**src/rtl/core/brcd_pkg.sv**
```systemverilog
// ----------------------------------------------------------------------------
// brcd_pkg
// Shared types and constants for the byte run-length channel decoder.
// ----------------------------------------------------------------------------
package brcd_pkg;

  localparam int unsigned BYTES_PER_RESULT = 4;
  localparam int unsigned LANES            = 4;
  localparam int unsigned MAX_RESULTS      = 32;
  localparam int unsigned RES_SHIFT        = $clog2(MAX_RESULTS);
  localparam int unsigned PACK_BASE        = (BYTES_PER_RESULT < 1) ? 1 :
                                             (BYTES_PER_RESULT > LANES) ? LANES :
                                             BYTES_PER_RESULT;
  localparam logic [7:0]  RUN_BASE         = 8'd128;

  typedef enum logic [1:0] {
    MODE_HEADER  = 2'd0,
    MODE_LITERAL = 2'd1,
    MODE_RUN     = 2'd2
  } mode_t;

  typedef enum logic {
    ST_IDLE = 1'b0,
    ST_RUN  = 1'b1
  } state_t;

  typedef struct packed {
    logic accept;
    logic start_run;
    logic run_emit;
  } cmd_t;

  typedef struct packed {
    logic out_free;
    logic run_pending;
    logic run_empty;
    logic run_last;
  } sts_t;

endpackage

```
**src/rtl/core/brcd_ctrl.sv**
```systemverilog
// ----------------------------------------------------------------------------
// brcd_ctrl
// Sequencer: takes bytes, and holds input while a run drains.
// ----------------------------------------------------------------------------
module brcd_ctrl import brcd_pkg::*; (
  input  logic   clk,
  input  logic   rst,
  input  logic   in_valid,
  output logic   in_stall,
  input  sts_t   sts,
  output cmd_t   cmd
);

  state_t state, state_next;

  always_ff @(posedge clk) begin
    if (rst) begin
      state <= ST_IDLE;
    end else begin
      state <= state_next;
    end
  end

  always_comb begin
    state_next    = state;
    cmd           = '0;
    in_stall      = 1'b1;
    unique case (state)
      ST_IDLE: begin
        in_stall   = !sts.out_free;
        cmd.accept = in_valid && sts.out_free;
        if (cmd.accept && sts.run_pending && !sts.run_empty) begin
          cmd.start_run = 1'b1;
          state_next    = ST_RUN;
        end
      end
      ST_RUN: begin
        if (sts.out_free) begin
          cmd.run_emit = 1'b1;
          if (sts.run_last) begin
            state_next = ST_IDLE;
          end
        end
      end
      default: begin
        state_next = ST_IDLE;
      end
    endcase
  end

endmodule

```
**src/rtl/core/brcd_dp.sv**
```systemverilog
// ----------------------------------------------------------------------------
// brcd_dp
// Decode state, run expander and output register.
// ----------------------------------------------------------------------------
module brcd_dp import brcd_pkg::*; (
  input  logic        clk,
  input  logic        rst,
  input  logic [7:0]  in_byte,
  input  logic        in_final,
  input  cmd_t        cmd,
  output sts_t        sts,
  output logic        out_valid,
  input  logic        out_stall,
  output logic [31:0] out_data,
  output logic [2:0]  out_bytes,
  output logic        item_end,
  output logic        stream_done,
  output logic        status
);

  mode_t       mode;
  logic [7:0]  literal_left;
  logic [6:0]  repeat_count;

  logic [7:0]  run_byte;
  logic [6:0]  run_left;
  logic [2:0]  run_pack;
  logic        run_fin;

  logic [7:0]  need_sum;
  logic [2:0]  need;
  logic [2:0]  pack_new;
  logic [2:0]  run_n;
  logic [31:0] run_data;
  logic [7:0]  lit_dec;

  assign need_sum = {1'b0, repeat_count} + 8'(MAX_RESULTS - 1);
  assign need     = 3'(need_sum >> RES_SHIFT);
  assign pack_new = (need > 3'(PACK_BASE)) ? ((need > 3'(LANES)) ? 3'(LANES) : need)
                                           : 3'(PACK_BASE);

  assign run_n = ({4'd0, run_pack} < run_left) ? run_pack : run_left[2:0];
  assign lit_dec = literal_left - 8'd1;

  always_comb begin
    for (int i = 0; i < LANES; i++) begin
      run_data[8*i +: 8] = (3'(i) < run_n) ? run_byte : 8'd0;
    end
  end

  assign sts.out_free    = !out_valid || !out_stall;
  assign sts.run_pending = (mode == MODE_RUN);
  assign sts.run_empty   = (repeat_count == 7'd0);
  assign sts.run_last    = (run_left <= {4'd0, run_pack});

  // decode state
  always_ff @(posedge clk) begin
    if (rst) begin
      mode         <= MODE_HEADER;
      literal_left <= 8'd0;
      repeat_count <= 7'd0;
    end else if (cmd.accept) begin
      if (in_final) begin
        mode         <= MODE_HEADER;
        literal_left <= 8'd0;
        repeat_count <= 7'd0;
      end else begin
        unique case (mode)
          MODE_RUN: begin
            mode         <= MODE_HEADER;
            repeat_count <= 7'd0;
          end
          MODE_LITERAL: begin
            literal_left <= lit_dec;
            if (lit_dec == 8'd0) begin
              mode <= MODE_HEADER;
            end
          end
          default: begin
            if (in_byte > RUN_BASE) begin
              repeat_count <= 7'(in_byte - RUN_BASE);
              mode         <= MODE_RUN;
            end else if (in_byte != 8'd0) begin
              literal_left <= in_byte;
              mode         <= MODE_LITERAL;
            end else begin
              mode <= MODE_HEADER;
            end
          end
        endcase
      end
    end
  end

  // run registers
  always_ff @(posedge clk) begin
    if (cmd.start_run) begin
      run_byte <= in_byte;
      run_left <= repeat_count;
      run_pack <= pack_new;
      run_fin  <= in_final;
    end else if (cmd.run_emit) begin
      run_left <= run_left - {4'd0, run_n};
    end
  end

  // output register
  always_ff @(posedge clk) begin
    if (rst) begin
      out_valid <= 1'b0;
    end else if ((cmd.accept && !cmd.start_run) || cmd.run_emit) begin
      out_valid <= 1'b1;
    end else if (!out_stall) begin
      out_valid <= 1'b0;
    end
  end

  always_ff @(posedge clk) begin
    if (cmd.run_emit) begin
      out_data    <= run_data;
      out_bytes   <= run_n;
      item_end    <= sts.run_last;
      stream_done <= sts.run_last && run_fin;
      status      <= 1'b0;
    end else if (cmd.accept && !cmd.start_run) begin
      item_end    <= 1'b1;
      stream_done <= in_final;
      unique case (mode)
        MODE_RUN: begin
          out_data  <= 32'd0;
          out_bytes <= 3'd0;
          status    <= 1'b0;
        end
        MODE_LITERAL: begin
          out_data  <= {24'd0, in_byte};
          out_bytes <= 3'd1;
          status    <= in_final && (lit_dec != 8'd0);
        end
        default: begin
          out_data  <= 32'd0;
          out_bytes <= 3'd0;
          status    <= in_final && (in_byte != 8'd0);
        end
      endcase
    end
  end

endmodule

```
**src/rtl/core/byte_rle_channel_decoder.sv**
```systemverilog
// ----------------------------------------------------------------------------
// byte_rle_channel_decoder
// Expands a byte run-length coded channel, packing decoded bytes per result.
// ----------------------------------------------------------------------------
//  channel | direction | handshake          | payload
//  in      | into      | in_valid/in_stall   | in_byte, in_final
//  out     | out of    | out_valid/out_stall | out_data, out_bytes, item_end,
//          |           |                     | stream_done, status
//
//  Header and literal bytes are taken back to back while the output is free.
//  A run byte expands into ceil(count / pack) results: the single output
//  register issues one packed result per cycle, unless the output is stalled, while input is held.
//  rst is synchronous; it returns the decoder to expecting a header byte.
//  A stalled output holds the result; input is held until it is taken.
// ----------------------------------------------------------------------------
module byte_rle_channel_decoder import brcd_pkg::*; (
  input  logic        clk,
  input  logic        rst,
  input  logic        in_valid,
  output logic        in_stall,
  input  logic [7:0]  in_byte,
  input  logic        in_final,
  output logic        out_valid,
  input  logic        out_stall,
  output logic [31:0] out_data,
  output logic [2:0]  out_bytes,
  output logic        item_end,
  output logic        stream_done,
  output logic        status
);

  cmd_t cmd;
  sts_t sts;

  brcd_ctrl u_ctrl (
    .clk      (clk),
    .rst      (rst),
    .in_valid (in_valid),
    .in_stall (in_stall),
    .sts      (sts),
    .cmd      (cmd)
  );

  brcd_dp u_dp (
    .clk         (clk),
    .rst         (rst),
    .in_byte     (in_byte),
    .in_final    (in_final),
    .cmd         (cmd),
    .sts         (sts),
    .out_valid   (out_valid),
    .out_stall   (out_stall),
    .out_data    (out_data),
    .out_bytes   (out_bytes),
    .item_end    (item_end),
    .stream_done (stream_done),
    .status      (status)
  );

endmodule
```
**config.mk**
```make
export PLATFORM = sky130hd
export DESIGN_NAME = byte_rle_channel_decoder
export DESIGN_NICKNAME = d
export VERILOG_FILES = /design/src/rtl/core/brcd_pkg.sv /design/src/rtl/core/brcd_ctrl.sv /design/src/rtl/core/brcd_dp.sv /design/src/rtl/core/byte_rle_channel_decoder.sv
export SDC_FILE = /design/constraint.sdc
export NUM_CORES = 1
export LEC_CHECK = 0
export ABC_AREA = 1
export CORE_AREA = 2 2 91 93
export DETAILED_ROUTE_END_ITERATION = 12
export DIE_AREA = 0 0 93 95
export DONT_BUFFER_PORTS = 1
export PLACE_DENSITY = 0.57
export SETUP_SLACK_MARGIN = 0.3
export SYNTH_ARGS = -nofsm -noshare
export SYNTH_HDL_FRONTEND = slang
export SYNTH_SLANG_ARGS = --single-unit
```
**constraint.sdc**
```tcl
create_clock -name clk -period 3.36 [get_ports clk]
set_clock_uncertainty 0.2 [all_clocks]
set_input_delay 0.504 -clock clk [delete_from_list [all_inputs] [get_ports clk]]
set_output_delay 0.504 -clock clk [all_outputs]
set_load 0.05 [all_outputs]
```
==> summary.txt <==
Status
  – Status: finished, final reports clean

Timing
  – Slew Limit Fails: 0
  – Final setup vio count: 0
  – Post-Route Setup TNS: 0 ns
  – Final worst path period share: 75.44%
  – Period minus WS final: between 2 and 3 ns
  – RSZ-0062 raised after global routing: false
  – Slew of the pin with the lowest slew margin: 0.7000 ns
  – Highest Clock Rate: just under 400 MHz
  – Final Hold Fails: 0
  – Max_slew headroom: 53.02%
  – Setup ws final: slightly above 0.8 ns

Detailed routing
  – DRT Wirelength: 7514 µm
  – Post-route ant nets: 0
  – Vias/cell: 5.109
  – Via count: 2,529
  – First DRT Iteration DRCs: 120
  – Post-route DRC: 0
  – Routed WL per cell: 15.18 µm
  – Pre-Repair DR Iteration Count: 5

Pwr
  – Leakage power: 0.001603 µW
  – PD cells: between 600 and 700 nW/µm²
  – Post-layout power: 2327 µW
  – Max VDD drop: between 0.2 and 0.25 mV

Global route
  – Vias in the first global route: 2,349
  – Total track usage: between 10% and 20%
  – GR Overflow Total: 0
  – Initial antenna violation count: 0
  – First-pass GRT wire length: approximately 12,000 µm
  – Pin count of the biggest net entering global routing: 38

Floorplan
  – Starting Density: between 40 and 50%
  – Die W: 93 µm
  – Die footprint: approximately 8800 µm²
  – Die Ht: 95 µm
  – Core footprint: 7928 µm²
  – IO Pins: 53
  – Rows: 33

Placement
  – Final Wtd Congestion: between 0.8 and 0.9
  – PortBufs: 0
  – DP Wirelength: between 5000 and 6000 µm
  – DP Worst Slack: 0.8321 ns

Final layout
  – Ant diodes: 0
  – Area Growth Syn to Fin: 9.222%
  – Fin util: 47.66%
  – Share of layout cells above drive strength 1: a little under an eighth
  – Fillers: 775
  – Fin nets: 404

Clocking
  – Clk_lat worst skew: 0.35 ns
  – Clock Path Buffers: 2
  – TritonCTS clock tree: yes
  – Root buf cell: clkbuf_8
  – H-tree depth: 3
  – Post-cts sizing count: 0
  – CTS Buf Count: 9
  – Total clock sinks: 73
  – Clock slew seen by the registers of the worst setup and hold paths: ~0.080 ns

Setup path
  – Crit path capture type: flip-flop
  – Peak fanout along the critical path: 37
  – Worst Setup Start Kind: flip-flop
  – Crit path DAT: 2.33 ns
  – Crit path kind: reg2reg
  – Most frequent CP cell: nand2_1
  – Slowest stage cell, crit path: buf_4
  – Cells along the critical path: buf_4 > nand2_1 > nand3_1 > inv_1 > nand3_1 > nand2_1 > nand2_1 > buf_4
  – CP max stage delay: 0.41 ns
  – Worst EP required: ~3.2 ns

Logic synthesis
  – Mean Syn Cell Area: 9.226 µm²
  – Synth Net Count: 394
  – Yosys warning total: 0
  – Synth Area in Compound Gates: 8.535%
  – Netlist cell types: 33
  – Simple-gate share of the synthesized area: about a quarter
  – Post-synth ARST share: 0%
  – Syn Inst Count: 375
  – Xor/xnor share of the synthesized area: 0.5063%
  – Largest family of logic cells by synthesized area: simple AND/OR/NAND/NOR gates
  – Register area share after synthesis: 57.58%
  – Synth Area in Adders: roughly 2.2%
  – Primary FF master, synth: edfxtp_1
  – Post-synth EDFFs: 53
  – Synth Cell Area: 3460 µm²
  – Multiplexer share of the synthesized area: 0%
  – Synthesis-stage register bit count: 73

Hold path
  – Worst min path class: in2reg

Flow run
  – Max cap viols: 0
-- cells in the mapped netlist, types with 2 or more instances --
master	number	share of area, %
nand2_1	71	7.7
nor2_1	54	5.9
edfxtp_1	53	46
inv_1	53	5.8
dfxtp_1	20	12
nand3_1	19	2.7
a21oi_1	18	2.6
o21ai_0	13	1.9
nor2_2	12	2.2
o32ai_1	8	2.0
ha_1	6	2.2
inv_2	6	0.65
nor3_1	5	0.72
o22ai_1	5	0.90
nand4_1	4	0.72
a31oi_1	3	0.54
nor3_2	3	0.87
buf_2	2	0.29
clkinv_1	2	0.22
conb_1	2	0.22
nand2_4	2	0.65
o31ai_1	2	0.43
xor2_1	2	0.51
-- power by group --
part           switching [µW]  internal, µW
logic                     232           102
clock network             336           346
registers                 232          1080
total                     801          1530
-- state kept, by name, indices dropped and copies added, names as in the netlist --
| register | cells |
|---|---|
| u_dp.mode | 2 |
| u_dp.run_left | 7 |
| u_dp.run_fin | 1 |
| u_dp.out_data | 32 |
| u_ctrl.state | 1 |
| u_dp.run_byte | 8 |
| u_dp.out_bytes | 3 |
| u_dp.stream_done | 1 |
| u_dp.item_end | 1 |
| u_dp.repeat_count | 7 |
| u_dp.out_valid | 1 |
| u_dp.literal_left | 8 |
| u_dp.status | 1 |
-- what timing repair did --
action                     4_1_cts  5_1_grt
setup endpoints to repair        0        0
setup buffers                    0        0
hold buffers                     0        1
hold endpoints to repair         0        1
-- critical path: cells and delay by family (launching register included) --
kind / cells / cell delay, ns
flip-flops: 1 / 0.33
AND/OR/NAND/NOR: 5 / 0.91
buffers and inverters: 3 / 0.72
-- stage by stage --
stage          cell area, µm²  cells  hold WS, ns
6_report                 3779    495      0.01647
5_1_grt                  3779    495     0.005651
4_1_cts                  3769    494     0.004615
3_5_place_dp             3572    478       0.2796
3_3_place_gp             3572    478       0.2836
2_1_floorplan            3460    375       0.2625
-- cells in the final DEF (no fill, tap or decap), types with 2 or more instances in the layout --
cell type and count:
a31oi_1 3, o21ai_0 13, dfxtp_1 20, nor2_2 12
nand3_1 19, nand2_4 2, o32ai_1 8, inv_1 53
clkbuf_8 9, edfxtp_1 53, nor3_1 5, o22ai_1 5
buf_4 2, clkinv_4 3, o31ai_1 2, nand2_1 71
nor2_1 54, inv_2 6, xor2_1 2, nor3_2 3
conb_1 2, clkinv_1 2, ha_1 6, a21oi_1 18
nand4_1 4
-- final cells by class --
cell class	count	area [µm²]	share of cell area [%]
clock buffers	10	127.6	3.377
clock inverters	6	68.82	1.821
inverters	61	229.0	6.060
multi-input cells	237	1205	31.89
flip-flops and latches	73	1992	52.72
well taps	105	131.4	3.477
repair buffers	3	25.02	0.6623
-- kinds of logic (layout without fill, tap and decap cells) --
group | after synthesis | in the layout
DFF | 73 | 73
buffers and inverters | 65 | 80
other | 2 | 2
AOI/OAI and AO/OA | 50 | 50
adders and majority gates | 6 | 6
and+or+nand+nor | 177 | 177
xor gates and xnor gates | 2 | 2
-- layer usage --
metal	vias up	wire length, µm	track usage (%)
li1	1260	-	-
met1	1171	3444	24.02
met2	82	3516	28.74
met3	16	390	3.751
met4	0	163	7.598
met5	-	0	0
-- path summary, 6_finish.rpt --
path                                             startpoint                              end  slack (ns)  cells after the start
worst min register to register      u_ctrl.state$_SDFF_PP0_          u_ctrl.state$_SDFF_PP0_        0.29                      2
worst max-delay path            u_dp.out_valid$_SDFFE_PP0P_  u_dp.out_data[19]$_SDFFCE_PP0P_        0.83                      8
worst max register to register  u_dp.out_valid$_SDFFE_PP0P_  u_dp.out_data[19]$_SDFFCE_PP0P_        0.83                      8
worst min-delay path                                    rst          u_ctrl.state$_SDFF_PP0_        0.02                      1
No activity file was read; power rests on OpenSTA's default activity.
